### src/rtl/nnr_pkg.sv
`timescale 1ns / 1ps
package nnr_pkg;
    localparam int MAX_DEGREE_DEF = 15;
    localparam int FRAC_BITS_DEF  = 16;
    localparam int WORD_W         = 32;
    localparam int DEG_W          = 4;
    localparam int CAUSE_W        = 3;
    localparam int EPS_W          = 16;
    localparam int ITER_W         = 8;

    localparam logic [CAUSE_W-1:0] CAUSE_RESIDUAL = 3'd0;
    localparam logic [CAUSE_W-1:0] CAUSE_STEP     = 3'd1;
    localparam logic [CAUSE_W-1:0] CAUSE_SLOPE    = 3'd2;
    localparam logic [CAUSE_W-1:0] CAUSE_LIMIT    = 3'd3;
    localparam logic [CAUSE_W-1:0] CAUSE_TRIVIAL  = 3'd4;

    localparam logic EPS_RESET_BIT = 1'b1;
    localparam logic [ITER_W-1:0] ITER_RESET = 8'd100;

    localparam logic REG_EPSILON  = 1'b0;
    localparam logic REG_MAX_ITER = 1'b1;
endpackage

### src/rtl/nnr_divider.sv
`timescale 1ns / 1ps
module nnr_divider
(
    input  logic        clk,
    input  logic        rst_n,
    input  logic        go,
    input  logic [63:0] dividend,
    input  logic [31:0] divisor,
    output logic        done,
    output logic [31:0] quotient
);
    import nnr_pkg::*;

    // restoring divider, one quotient bit per cycle, saturated to 32 bits
    logic [63:0] rem_reg, rem_next;
    logic [63:0] quo_reg, quo_next;
    logic [31:0] dvs_reg, dvs_next;
    logic [6:0]  cnt_reg, cnt_next;
    logic        run_reg, run_next;
    logic        done_reg, done_next;
    logic [64:0] trial;
    logic [64:0] shifted;

    always_comb
    begin
        rem_next  = rem_reg;
        quo_next  = quo_reg;
        dvs_next  = dvs_reg;
        cnt_next  = cnt_reg;
        run_next  = run_reg;
        done_next = 1'b0;
        shifted   = {rem_reg, quo_reg[63]};
        trial     = shifted - {33'd0, dvs_reg};
        if (go)
        begin
            rem_next = 64'd0;
            quo_next = dividend;
            dvs_next = divisor;
            cnt_next = 7'd0;
            run_next = 1'b1;
        end
        else if (run_reg)
        begin
            if (!trial[64])
            begin
                rem_next = trial[63:0];
                quo_next = {quo_reg[62:0], 1'b1};
            end
            else
            begin
                rem_next = shifted[63:0];
                quo_next = {quo_reg[62:0], 1'b0};
            end
            cnt_next = cnt_reg + 7'd1;
            if (cnt_reg == 7'd63)
            begin
                run_next  = 1'b0;
                done_next = 1'b1;
            end
        end
    end

    always_ff @(posedge clk or negedge rst_n)
    begin
        if (!rst_n)
        begin
            run_reg  <= 1'b0;
            done_reg <= 1'b0;
            cnt_reg  <= 7'd0;
        end
        else
        begin
            run_reg  <= run_next;
            done_reg <= done_next;
            cnt_reg  <= cnt_next;
        end
    end

    always_ff @(posedge clk)
    begin
        rem_reg <= rem_next;
        quo_reg <= quo_next;
        dvs_reg <= dvs_next;
    end

    assign done     = done_reg;
    assign quotient = (quo_reg[63:32] != 32'd0) ? 32'hFFFF_FFFF : quo_reg[31:0];
endmodule

### src/rtl/newton_nth_root_top.sv
`timescale 1ns / 1ps
// channel   | ports                              | handshake
// request   | radicand, root_degree              | start && !busy
// result    | root, stop_cause                   | done strobe, one cycle
// config    | psel penable pwrite paddr pwdata   | apb write, pready high
// one request: degree 0 or 1 goes straight from accept to the output state;
// otherwise each Newton step runs x^n and x^(n-1) through the shared
// multiplier (states POW, MUL, ACC per multiply) and then the bit-serial
// divide, until a stop cause or the iteration limit is reached.
// rst_n clears control and loads epsilon 1 and an iteration limit of 100.
// the receiver cannot stall; done pulses once per request.
module newton_nth_root_top
#(
    parameter int MAX_DEGREE = nnr_pkg::MAX_DEGREE_DEF,
    parameter int FRAC_BITS  = nnr_pkg::FRAC_BITS_DEF
)
(
    input  logic                        clk,
    input  logic                        rst_n,
    input  logic                        start,
    output logic                        busy,
    input  logic [nnr_pkg::WORD_W-1:0]  radicand,
    input  logic [nnr_pkg::DEG_W-1:0]   root_degree,
    output logic                        done,
    output logic [nnr_pkg::WORD_W-1:0]  root,
    output logic [nnr_pkg::CAUSE_W-1:0] stop_cause,
    input  logic                        psel,
    input  logic                        penable,
    input  logic                        pwrite,
    input  logic [2:0]                  paddr,
    input  logic [31:0]                 pwdata,
    output logic [31:0]                 prdata,
    output logic                        pready
);
    import nnr_pkg::*;

    localparam logic [DEG_W-1:0] DEG_CAP =
        (MAX_DEGREE > 15) ? 4'd15 : DEG_W'(MAX_DEGREE);

    localparam logic [3:0] S_IDLE  = 4'd0;
    localparam logic [3:0] S_POW   = 4'd1;
    localparam logic [3:0] S_RES   = 4'd2;
    localparam logic [3:0] S_SLOPE = 4'd3;
    localparam logic [3:0] S_SCHK  = 4'd4;
    localparam logic [3:0] S_DIV   = 4'd5;
    localparam logic [3:0] S_UPD   = 4'd6;
    localparam logic [3:0] S_OUT   = 4'd7;
    localparam logic [3:0] S_MUL   = 4'd8;
    localparam logic [3:0] S_ACC   = 4'd9;
    localparam logic [3:0] S_SMUL  = 4'd10;

    // configuration registers
    logic [EPS_W-1:0]  eps_reg;
    logic [ITER_W-1:0] iter_max_reg;
    logic              wr_en;
    assign pready = 1'b1;
    assign wr_en  = psel && penable && pwrite;

    always_ff @(posedge clk or negedge rst_n)
    begin
        if (!rst_n)
        begin
            eps_reg      <= {{(EPS_W-1){1'b0}}, EPS_RESET_BIT};
            iter_max_reg <= ITER_RESET;
        end
        else if (wr_en && paddr[2] == REG_EPSILON && paddr[1:0] == 2'd0)
            eps_reg <= pwdata[EPS_W-1:0];
        else if (wr_en && paddr[2] == REG_MAX_ITER && paddr[1:0] == 2'd0)
            iter_max_reg <= pwdata[ITER_W-1:0];
    end

    always_comb
    begin
        prdata = 32'd0;
        case (paddr[2])
            REG_EPSILON:  prdata = {16'd0, eps_reg};
            REG_MAX_ITER: prdata = {24'd0, iter_max_reg};
            default:      prdata = 32'd0;
        endcase
    end

    // datapath registers
    logic [3:0]        st_reg, st_next, ret_reg, ret_next;
    logic [31:0]       a_reg, a_next, x_reg, x_next, acc_reg, acc_next;
    logic [31:0]       mag_reg, mag_next, slope_reg, slope_next;
    logic              pos_reg, pos_next;
    logic [DEG_W-1:0]  n_reg, n_next, k_reg, k_next;
    logic [ITER_W-1:0] it_reg, it_next;
    logic [31:0]       out_root_reg, out_root_next;
    logic [2:0]        out_cause_reg, out_cause_next;
    logic              done_reg, done_next;
    logic [31:0]       mop_reg, mop_next;
    logic [63:0]       prod_reg;
    logic [63:0]       psh;
    logic [31:0]       pmul_sat;
    logic [31:0]       one_fx;
    logic [DEG_W-1:0]  n_in;
    logic              accept;
    logic              div_go, div_done;
    logic [31:0]       div_q;
    logic [32:0]       xsum;
    logic [31:0]       xnew, diff;

    // one fixed-point 1.0, saturated
    assign one_fx = (FRAC_BITS >= 32) ? 32'hFFFF_FFFF : 32'(64'd1 << FRAC_BITS);

    // shared multiplier, registered
    always_ff @(posedge clk)
        prod_reg <= {32'd0, acc_reg} * {32'd0, mop_reg};
    assign psh      = prod_reg >> FRAC_BITS;
    assign pmul_sat = (psh[63:32] != 32'd0) ? 32'hFFFF_FFFF : psh[31:0];

    nnr_divider u_div
    (
        .clk      (clk),
        .rst_n    (rst_n),
        .go       (div_go),
        .dividend ({32'd0, mag_reg} << FRAC_BITS),
        .divisor  (slope_reg),
        .done     (div_done),
        .quotient (div_q)
    );

    assign accept = start && !busy;
    assign n_in = (root_degree > DEG_CAP) ? DEG_CAP : root_degree;
    assign xsum = {1'b0, x_reg} + {1'b0, div_q};
    always_comb
    begin
        if (pos_reg)
            xnew = (div_q > x_reg) ? 32'd0 : x_reg - div_q;
        else
            xnew = xsum[32] ? 32'hFFFF_FFFF : xsum[31:0];
        diff = (xnew > x_reg) ? xnew - x_reg : x_reg - xnew;
    end

    // sequencer
    always_comb
    begin
        st_next        = st_reg;
        ret_next       = ret_reg;
        a_next         = a_reg;
        x_next         = x_reg;
        acc_next       = acc_reg;
        mop_next       = mop_reg;
        mag_next       = mag_reg;
        slope_next     = slope_reg;
        pos_next       = pos_reg;
        n_next         = n_reg;
        k_next         = k_reg;
        it_next        = it_reg;
        out_root_next  = out_root_reg;
        out_cause_next = out_cause_reg;
        done_next      = 1'b0;
        div_go         = 1'b0;
        case (st_reg)
            S_IDLE:
            begin
                if (accept)
                begin
                    a_next  = radicand;
                    n_next  = n_in;
                    x_next  = radicand >> 1;
                    it_next = '0;
                    if (n_in <= 4'd1)
                    begin
                        out_root_next  = (n_in == 4'd0) ? 32'd0 : radicand;
                        out_cause_next = CAUSE_TRIVIAL;
                        st_next        = S_OUT;
                    end
                    else
                    begin
                        acc_next = one_fx;
                        k_next   = n_in;
                        st_next  = S_POW;
                    end
                end
            end
            S_POW:
            begin
                // x^n - a first; x^(n-1) is handled after the residual check
                if (it_reg == iter_max_reg)
                begin
                    out_root_next  = x_reg;
                    out_cause_next = CAUSE_LIMIT;
                    st_next        = S_OUT;
                end
                else if (k_reg == 4'd0)
                    st_next = ret_reg;
                else
                begin
                    mop_next = x_reg;
                    st_next  = S_MUL;
                end
            end
            S_MUL:
            begin
                // product register loads at the end of this cycle
                st_next = S_ACC;
            end
            S_ACC:
            begin
                acc_next = pmul_sat;
                k_next   = k_reg - 4'd1;
                st_next  = S_POW;
            end
            S_RES:
            begin
                pos_next = acc_reg > a_reg;
                mag_next = (acc_reg > a_reg) ? acc_reg - a_reg : a_reg - acc_reg;
                if (((acc_reg > a_reg) ? acc_reg - a_reg : a_reg - acc_reg)
                    < {16'd0, eps_reg})
                begin
                    out_root_next  = x_reg;
                    out_cause_next = CAUSE_RESIDUAL;
                    st_next        = S_OUT;
                end
                else
                begin
                    acc_next = one_fx;
                    k_next   = n_reg - 4'd1;
                    ret_next = S_SLOPE;
                    st_next  = S_POW;
                end
            end
            S_SLOPE:
            begin
                // n * x^(n-1), saturated
                mop_next = {28'd0, n_reg};
                st_next  = S_SMUL;
            end
            S_SMUL:
            begin
                st_next = S_SCHK;
            end
            S_SCHK:
            begin
                if (prod_reg[63:32] != 32'd0)
                    slope_next = 32'hFFFF_FFFF;
                else
                    slope_next = prod_reg[31:0];
                if ((prod_reg[63:32] == 32'd0) &&
                    (prod_reg[31:0] == 32'd0 || prod_reg[31:0] < {16'd0, eps_reg}))
                begin
                    out_root_next  = x_reg;
                    out_cause_next = CAUSE_SLOPE;
                    st_next        = S_OUT;
                end
                else
                begin
                    div_go  = 1'b0;
                    st_next = S_DIV;
                    ret_next = S_IDLE;
                end
            end
            S_DIV:
            begin
                if (ret_reg == S_IDLE)
                begin
                    div_go   = 1'b1;
                    ret_next = S_DIV;
                end
                else if (div_done)
                    st_next = S_UPD;
            end
            S_UPD:
            begin
                if (diff < {16'd0, eps_reg})
                begin
                    out_root_next  = x_reg;
                    out_cause_next = CAUSE_STEP;
                    st_next        = S_OUT;
                end
                else
                begin
                    x_next   = xnew;
                    it_next  = it_reg + 8'd1;
                    acc_next = one_fx;
                    k_next   = n_reg;
                    ret_next = S_RES;
                    st_next  = S_POW;
                end
            end
            S_OUT:
            begin
                done_next = 1'b1;
                st_next   = S_IDLE;
            end
            default: st_next = S_IDLE;
        endcase
        if (st_reg == S_IDLE && accept && n_in > 4'd1)
            ret_next = S_RES;
    end

    // slope multiply needs product of n and acc (unshifted): acc*n in prod_reg
    always_ff @(posedge clk or negedge rst_n)
    begin
        if (!rst_n)
        begin
            st_reg   <= S_IDLE;
            done_reg <= 1'b0;
        end
        else
        begin
            st_reg   <= st_next;
            done_reg <= done_next;
        end
    end

    always_ff @(posedge clk)
    begin
        ret_reg       <= ret_next;
        a_reg         <= a_next;
        x_reg         <= x_next;
        acc_reg       <= acc_next;
        mop_reg       <= mop_next;
        mag_reg       <= mag_next;
        slope_reg     <= slope_next;
        pos_reg       <= pos_next;
        n_reg         <= n_next;
        k_reg         <= k_next;
        it_reg        <= it_next;
        out_root_reg  <= out_root_next;
        out_cause_reg <= out_cause_next;
    end

    assign busy       = (st_reg != S_IDLE) || done_reg;
    assign done       = done_reg;
    assign root       = out_root_reg;
    assign stop_cause = out_cause_reg;
endmodule

### config.mk
export PLATFORM = sky130hd
export DESIGN_NAME = newton_nth_root_top
export DESIGN_NICKNAME = d
export VERILOG_FILES = /design/src/rtl/nnr_pkg.sv /design/src/rtl/nnr_divider.sv /design/src/rtl/newton_nth_root_top.sv
export SDC_FILE = /design/constraint.sdc
export NUM_CORES = 2
export LEC_CHECK = 0
export BUFFER_PORTS_ARGS = -buffer_cell sky130_fd_sc_hd__buf_2
export CORE_ASPECT_RATIO = 1.4
export CORE_MARGIN = 2
export CORE_UTILIZATION = 55
export CTS_CLUSTER_SIZE = 8
export DETAILED_ROUTE_END_ITERATION = 8
export PLACE_DENSITY = 0.73
export SYNTH_ARGS = -nofsm -noshare
export SYNTH_HDL_FRONTEND = slang
export SYNTH_SLANG_ARGS = --single-unit
### constraint.sdc
create_clock -name clk -period 15.5 [get_ports clk]
set_input_delay 3.1 -clock clk [delete_from_list [all_inputs] [get_ports clk]]
set_output_delay 3.1 -clock clk [all_outputs]
set_load 0.05 [all_outputs]
**After elaboration in Yosys (flattened, before gate mapping)**

Cells that the tools add are included.

- Register bits: 510
- Input bits: 77
- Output and inout bits: 70
- Logic and storage cells: 186

- Add/sub/neg operators: 11
- Multipliers: 1
- Magnitude comparators: 9
- Equal/unequal tests: 27
- Multiplexer cells: 73
- Bitwise gates (word level): 2
- Reduce and logical (&&, ||, !) cells: 38

Operators with widths:

| kind | count |
|---|---|
| $mux 32 | 22 |
| $pmux 32 s2 | 3 |
| $pmux 32 s5 | 1 |
| $sub 32x32->32 | 5 |
| $pmux 32 s4 | 1 |
| $gt 32x32->1 | 3 |
| $lt 32x16->1 | 3 |
| $mux 48 | 2 |
| $reduce_bool 32->1 | 3 |
| $sub 65x32->65 | 1 |
| $logic_not 32->1 | 2 |
| $mul 32x32->64 | 1 |
| $mux 64 | 1 |
| $mux 4 | 14 |
| $pmux 4 s10 | 1 |
| $add 32x32->33 | 1 |
| $pmux 4 s4 | 2 |
| $ne 2x2->1 const B | 14 |
| $mux 3 | 9 |
| $eq 4x3->1 const B | 4 |
| $logic_not 4->1 | 4 |
| $mux 8 | 2 |
| $pmux 8 s2 | 1 |
| $pmux 3 s5 | 1 |
| other kinds (27) | 60 |

**Depth between registers and ports, before layout**

- Depth in word-level cells: 10
- Gate-level depth with buffers: 51
- Depth with buffers taken out: 45

**Cells and area by module**

From an unflattened synthesis, not the netlist that was laid out.

- Cells, all modules: 7450
- Area, all modules: 66399.9 sq um

By module, submodules not included:

| module | instances | cells an instance | area an instance (sq um) |
|---|---|---|---|
| newton_nth_root_top | 1 | 6484 | 56947.1 |
| nnr_divider | 1 | 966 | 9452.8 |

**Least setup slack after synthesis**

No wires, ideal clock.

- Kind: register to register
- Start: register u_div.quo_reg[33]
- End: register it_reg[0] (enable)
- Arrival time: 11.615 ns
- Required time: 15.007 ns
- Slack: 3.392 ns
- Stages on the path, launching flop included: 46
- Cell sequence: edfxtp_1 -> nor4_1 -> nand4_1 -> clkbuf_1 -> or3_1 -> ha_1 -> clkbuf_1 -> a21o_1 -> a21o_1 -> a21o_1 -> a21oi_1 -> o221a_2 -> a21boi_0 -> o21ai_0 -> a311o_1 -> a211oi_1 -> clkbuf_1 -> nor2_1 -> [... 10 more ...] -> clkbuf_1 -> clkbuf_1 -> buf_1 -> nor2_1 -> a311oi_1 -> o311ai_0 -> xor2_1 -> ha_1 -> nand4_1 -> nor2_1 -> a211oi_1 -> nand2_1 -> a21oi_1 -> nand4_1 -> a2111oi_0 -> nand3_1 -> a21oi_1 -> o21ai_0

- Longest elaborated chain between the ends: 10
- Elaborated cells on any way between the ends: 15
- Those cells by class: 4 x add/sub; 3 x order compare; 1 x eq/ne; 5 x mux; 2 x reduce/logical

Ends and longest elaborated chain:

| item | RTL line | text |
|---|---|---|
| start: declaration | nnr_divider.sv:16 | `logic [63:0] quo_reg, quo_next;` |
| start signal: assignment | nnr_divider.sv:82 | `quo_reg <= quo_next;` |
| $reduce_bool 32->1 (*) | nnr_divider.sv:87 | `assign quotient = (quo_reg[63:32] != 32'd0) ? 32'hFFFF_FFFF : quo_reg[31:0];` |
| $mux 32 (*) | nnr_divider.sv:87 |  |
| $add 32x32->33 (tied with other cells) | newton_nth_root_top.sv:126 | `assign xsum = {1'b0, x_reg} + {1'b0, div_q};` |
| $mux 32, on equally long branches | newton_nth_root_top.sv:132, newton_nth_root_top.sv:130 |  |
| $mux 32 (*) | newton_nth_root_top.sv:129 | `if (pos_reg)` |
| $sub 32x32->32 / $gt 32x32->1 (equally long branches) | newton_nth_root_top.sv:133 | `diff = (xnew > x_reg) ? xnew - x_reg : x_reg - xnew;` |
| $mux 32 (*) | newton_nth_root_top.sv:133 |  |
| $lt 32x16->1 (*) | newton_nth_root_top.sv:267 | `if (diff < {16'd0, eps_reg})` |
| $ne 2x2->1 (no line) (*) | -- |  |
| $reduce_and 3->1 (no line) (*) | -- |  |
| end signal: assignment | newton_nth_root_top.sv:321 | `it_reg <= it_next;` |
| end: declaration | newton_nth_root_top.sv:88 | `logic [ITER_W-1:0] it_reg, it_next;` |

Mark *: on every way between the ends. The rest lies on a longest branch, timed or not.
A chain may end at the register's enable or synchronous reset.

**Worst setup path in the final report**

- Start: register u_div.quo_reg[63]
- End: register out_root_reg[27] (netlist: root[27]) (enable)

- Longest elaborated chain between the ends: 10
- Elaborated cells on any way between the ends: 15
- Those cells by class: 4 x add/sub; 3 x order compare; 1 x eq/ne; 5 x mux; 2 x reduce/logical

Ends and longest elaborated chain:

| item | RTL line | text |
|---|---|---|
| $reduce_bool 32->1 (*) | nnr_divider.sv:87 |  |
| $mux 32 (*) | nnr_divider.sv:87 |  |
| $add 32x32->33 (tied with other cells) | newton_nth_root_top.sv:126 |  |
| $mux 32, on equally long branches | newton_nth_root_top.sv:132, newton_nth_root_top.sv:130 |  |
| $mux 32 (*) | newton_nth_root_top.sv:129 |  |
| $sub 32x32->32 / $gt 32x32->1 (equally long branches) | newton_nth_root_top.sv:133 |  |
| $mux 32 (*) | newton_nth_root_top.sv:133 |  |
| $lt 32x16->1 (*) | newton_nth_root_top.sv:267 |  |
| $ne 2x2->1 (no line) (*) | -- |  |
| $reduce_and 7->1 (no line) (*) | -- |  |
| end signal: assignment | newton_nth_root_top.sv:322 | `out_root_reg <= out_root_next;` |
| end: declaration | newton_nth_root_top.sv:89 | `logic [31:0] out_root_reg, out_root_next;` |

Marks and branches as above.

==> flow_metrics.tcl <==
set metrics [dict create \
    design.core.area_um2 117600 \
    slew_headroom 0.2115 \
    nets 8850 \
    critical_path.max_stage_delay_ns 0.79 \
    initial_antenna_violation_count 4 \
    endpoint_class_of_the_critical_path "flip-flop" \
    finalSetupViolCount 0 \
    synthTopCellsByCount "sky130_fd_sc_hd__inv_1 (1,264), sky130_fd_sc_hd__nand2_1 (1,225), sky130_fd_sc_hd__fa_1 (903)" \
    critical_path_fanouts_max 35 \
    hpwlAfterDp_um 141500 \
    finalWeightedCongestion 0.9733 \
    synth.top_cells.by_area "sky130_fd_sc_hd__fa_1 (28%), sky130_fd_sc_hd__edfxtp_1 (14%), sky130_fd_sc_hd__ha_1 (10%), sky130_fd_sc_hd__inv_1 (7.3%), sky130_fd_sc_hd__nand2_1 (7.1%)" \
    synthCells 7441 \
    cts_max_path_buffers 3 \
    num_vias 51871 \
    finalMaxSlewViolations 0 \
    cts.sinks 509 \
    drt-vias-per-instance 5.778 \
    cts_buf_count 74 \
    clk_pin_slew_ns 0.06 \
    tritoncts "built" \
    fraction_of_layout_cells_with_a_size_suffix_above_1 0.04897 \
    grt_max_degree 123 \
    multi_input_gate_area_um2 45450 \
    hold_path.class "reg -> reg" \
    synth-compound-area-share 0.1135 \
    seq_area_frac_synth 0.2066 \
    timing.final.crit_share 0.8390 \
    cellLeakagePower_nw 34.39 \
    worstMarginPinSlew_ns 1.183 \
    start_util 0.5542 \
    worstSetupStartpointType "flip-flop" \
    rsz0062_at_grt "false" \
    die_w_um 295.0 \
    ir_worst_vdd_v 0.00007532 \
    grt.busiest_layer "met2" \
    smallest_setup_slack_after_layout_ns 2.496 \
    grt_use_total 0.3062 \
    dieArea_um2 121300 \
    fin_total_pwr_mw 3.209 \
    crit_path_top_delay_cell "sky130_fd_sc_hd__o311ai_0" \
    hold_violations 0 \
    timing_worst_setup_path_type "reg -> reg" \
    timing.final.crit_period_ns 13.00 \
    grt.overflow.total 0 \
    place.port_buffers 113 \
    worstPathArrival_ns 13.28 \
    finalClockSkew_ns 0.06930 \
    synthFlopType "sky130_fd_sc_hd__edfxtp_1" \
    finish.instance_area_um2 69200 \
    status "finished, final reports clean" \
    synth_enable_flop_cells 308 \
    grtUsageMet3 0.03291 \
    detail_route.drc_violations 0 \
    first_global_vias 54280 \
    drt_iter0_drc 3607 \
    synth_top_cell_area_share 0.2773 \
    place_worst_setup_slack_ns 2.674 \
    syn2layout_area_growth_pct 6.155 \
    detailed_place.area_um2 66970 \
    boundaryPins 147 \
    synthAdderAreaFrac 0.3800 \
    synth_xor_xnor_area_share 0.02754 \
    max-cap-violations 0 \
    post-synth-top-area-cell "sky130_fd_sc_hd__fa_1" \
    power-per-cell-area_nw_per_um2 46.37 \
    globalRouteMet2Util 0.5542 \
    drt_pass1_iterations 5 \
    htree_levels 3 \
    clk_root_buffer_cell "sky130_fd_sc_hd__clkbuf_16" \
    post_cts.resized_instances 0 \
    grt_first_pass_wirelength_um 290400 \
    routed_wire_length_per_instance_um 20.22 \
    std_cell_rows 149 \
    synth_mux_area_frac 0.01211 \
    yosys.area_share.simple 0.1620 \
    gr-usage-met1 0.3562 \
    synth.ff_latch_count 509 \
    yosys.cell_types.count 87 \
    chipHeight_um 411.4 \
    timing.critical_path.required_ns 15.78 \
    setup_tns_ns 0 \
    synth_top_family_by_area "adder cells" \
    util_after_layout 0.5883 \
    seqCellArea_um2 13470 \
    post-cts-setup-buffer-count 0 \
    yosys_warnings 0 \
    post_synth.cell_area_avg_um2 8.761 \
    fill_cells 10245 \
    cts_hold_buf 0 \
    async_reset_ff_frac 0.07466 \
    max_freq_mhz 76.90 \
    mappedNetlistArea_um2 65190 \
    wirelength_um 181500 \
    yosysMostFrequentCell "sky130_fd_sc_hd__inv_1" \
    clock_insertion_delay_worst_skew_ns 0.67 \
    ant_nets 0 \
]
critical path: cells and delay by family (launching register included):
family	cells	cell delay [ns]
buffers and inverters	5	1.18
xor gates and xnor gates	1	0.18
and+or+nand+nor	13	2.52
adders and majority gates	4	1.12
AOI/OAI and AO/OA	19	7.05
DFF	1	0.46
cell families (layout without fill, tap and decap cells):
logic type      count (synthesis)  in the layout
buf+inv                      1677           1613
flops                         509            509
fa+ha+maj                    1438           1438
mux                            77             77
other cells                     2             18
xor+xnor                      205            205
compound gates               1191           1191
simple gates                 2342           2342
cells in the final DEF, fill, tap and decap left out, drive strengths merged, types with 49 or more instances in the layout:
| cell type | count |
|---|---|
| xor2 | 84 |
| edfxtp | 308 |
| dfxtp | 163 |
| ha | 535 |
| nand3 | 96 |
| nor2 | 367 |
| a21oi | 360 |
| inv | 1270 |
| xnor2 | 121 |
| a31oi | 50 |
| and2 | 233 |
| nand2b | 61 |
| o21ai | 319 |
| clkbuf | 125 |
| nand2 | 1225 |
| o21bai | 56 |
| or3 | 73 |
| buf | 211 |
| nor3 | 78 |
| fa | 903 |
| a21o | 123 |
| nand4 | 56 |
| mux2i | 62 |
| a211oi | 49 |
cell type report:
type,instances,area share
Multi-Input combinational cell,5270,0.6568
Inverter,1269,0.06887
Clock inverter,8,0.002531
Clock buffer,125,0.02967
Antenna cell,1,0.00003616
Timing Repair Buffer,211,0.01880
Tap cell,1585,0.02866
Sequential cell,509,0.1947
path summary, 6_finish.rpt:
path                                   startpoint                 to  slack, ns  cells after the start
worst min register to register      slope_reg[17]  u_div.dvs_reg[17]       0.39                      0
min in group asynchronous                   rst_n        eps_reg[13]       2.56                      1
worst min-delay path                slope_reg[17]  u_div.dvs_reg[17]       0.39                      0
max in group asynchronous                   rst_n      u_div.run_reg      12.29                      1
worst max register to register  u_div.quo_reg[63]           root[27]       2.50                     42
worst max-delay path            u_div.quo_reg[63]           root[27]       2.50                     42
per-stage QoR:
step                hold WS, ns  cells
floorplan                0.4003   7456
global placement         0.4025   8844
detailed placement       0.4045   8844
CTS                      0.3830   8977
global route             0.3975   8978
finish                   0.3893   8978
routing by layer:
layer | vias to the layer above | wire length (um)
met5 | - | 0
met4 | 0 | 10200
met3 | 537 | 10130
met2 | 1810 | 94050
met1 | 25959 | 67150
li1 | 23565 | -
report_power, final:
group          switching (mW)  internal (mW)  total (mW)
sequential            0.00802           1.44        1.45
combinational           0.135         0.0502       0.186
clock                   0.648          0.924        1.57
total                   0.792           2.42        3.21
Note: power is estimated with default switching activity, not from simulation.
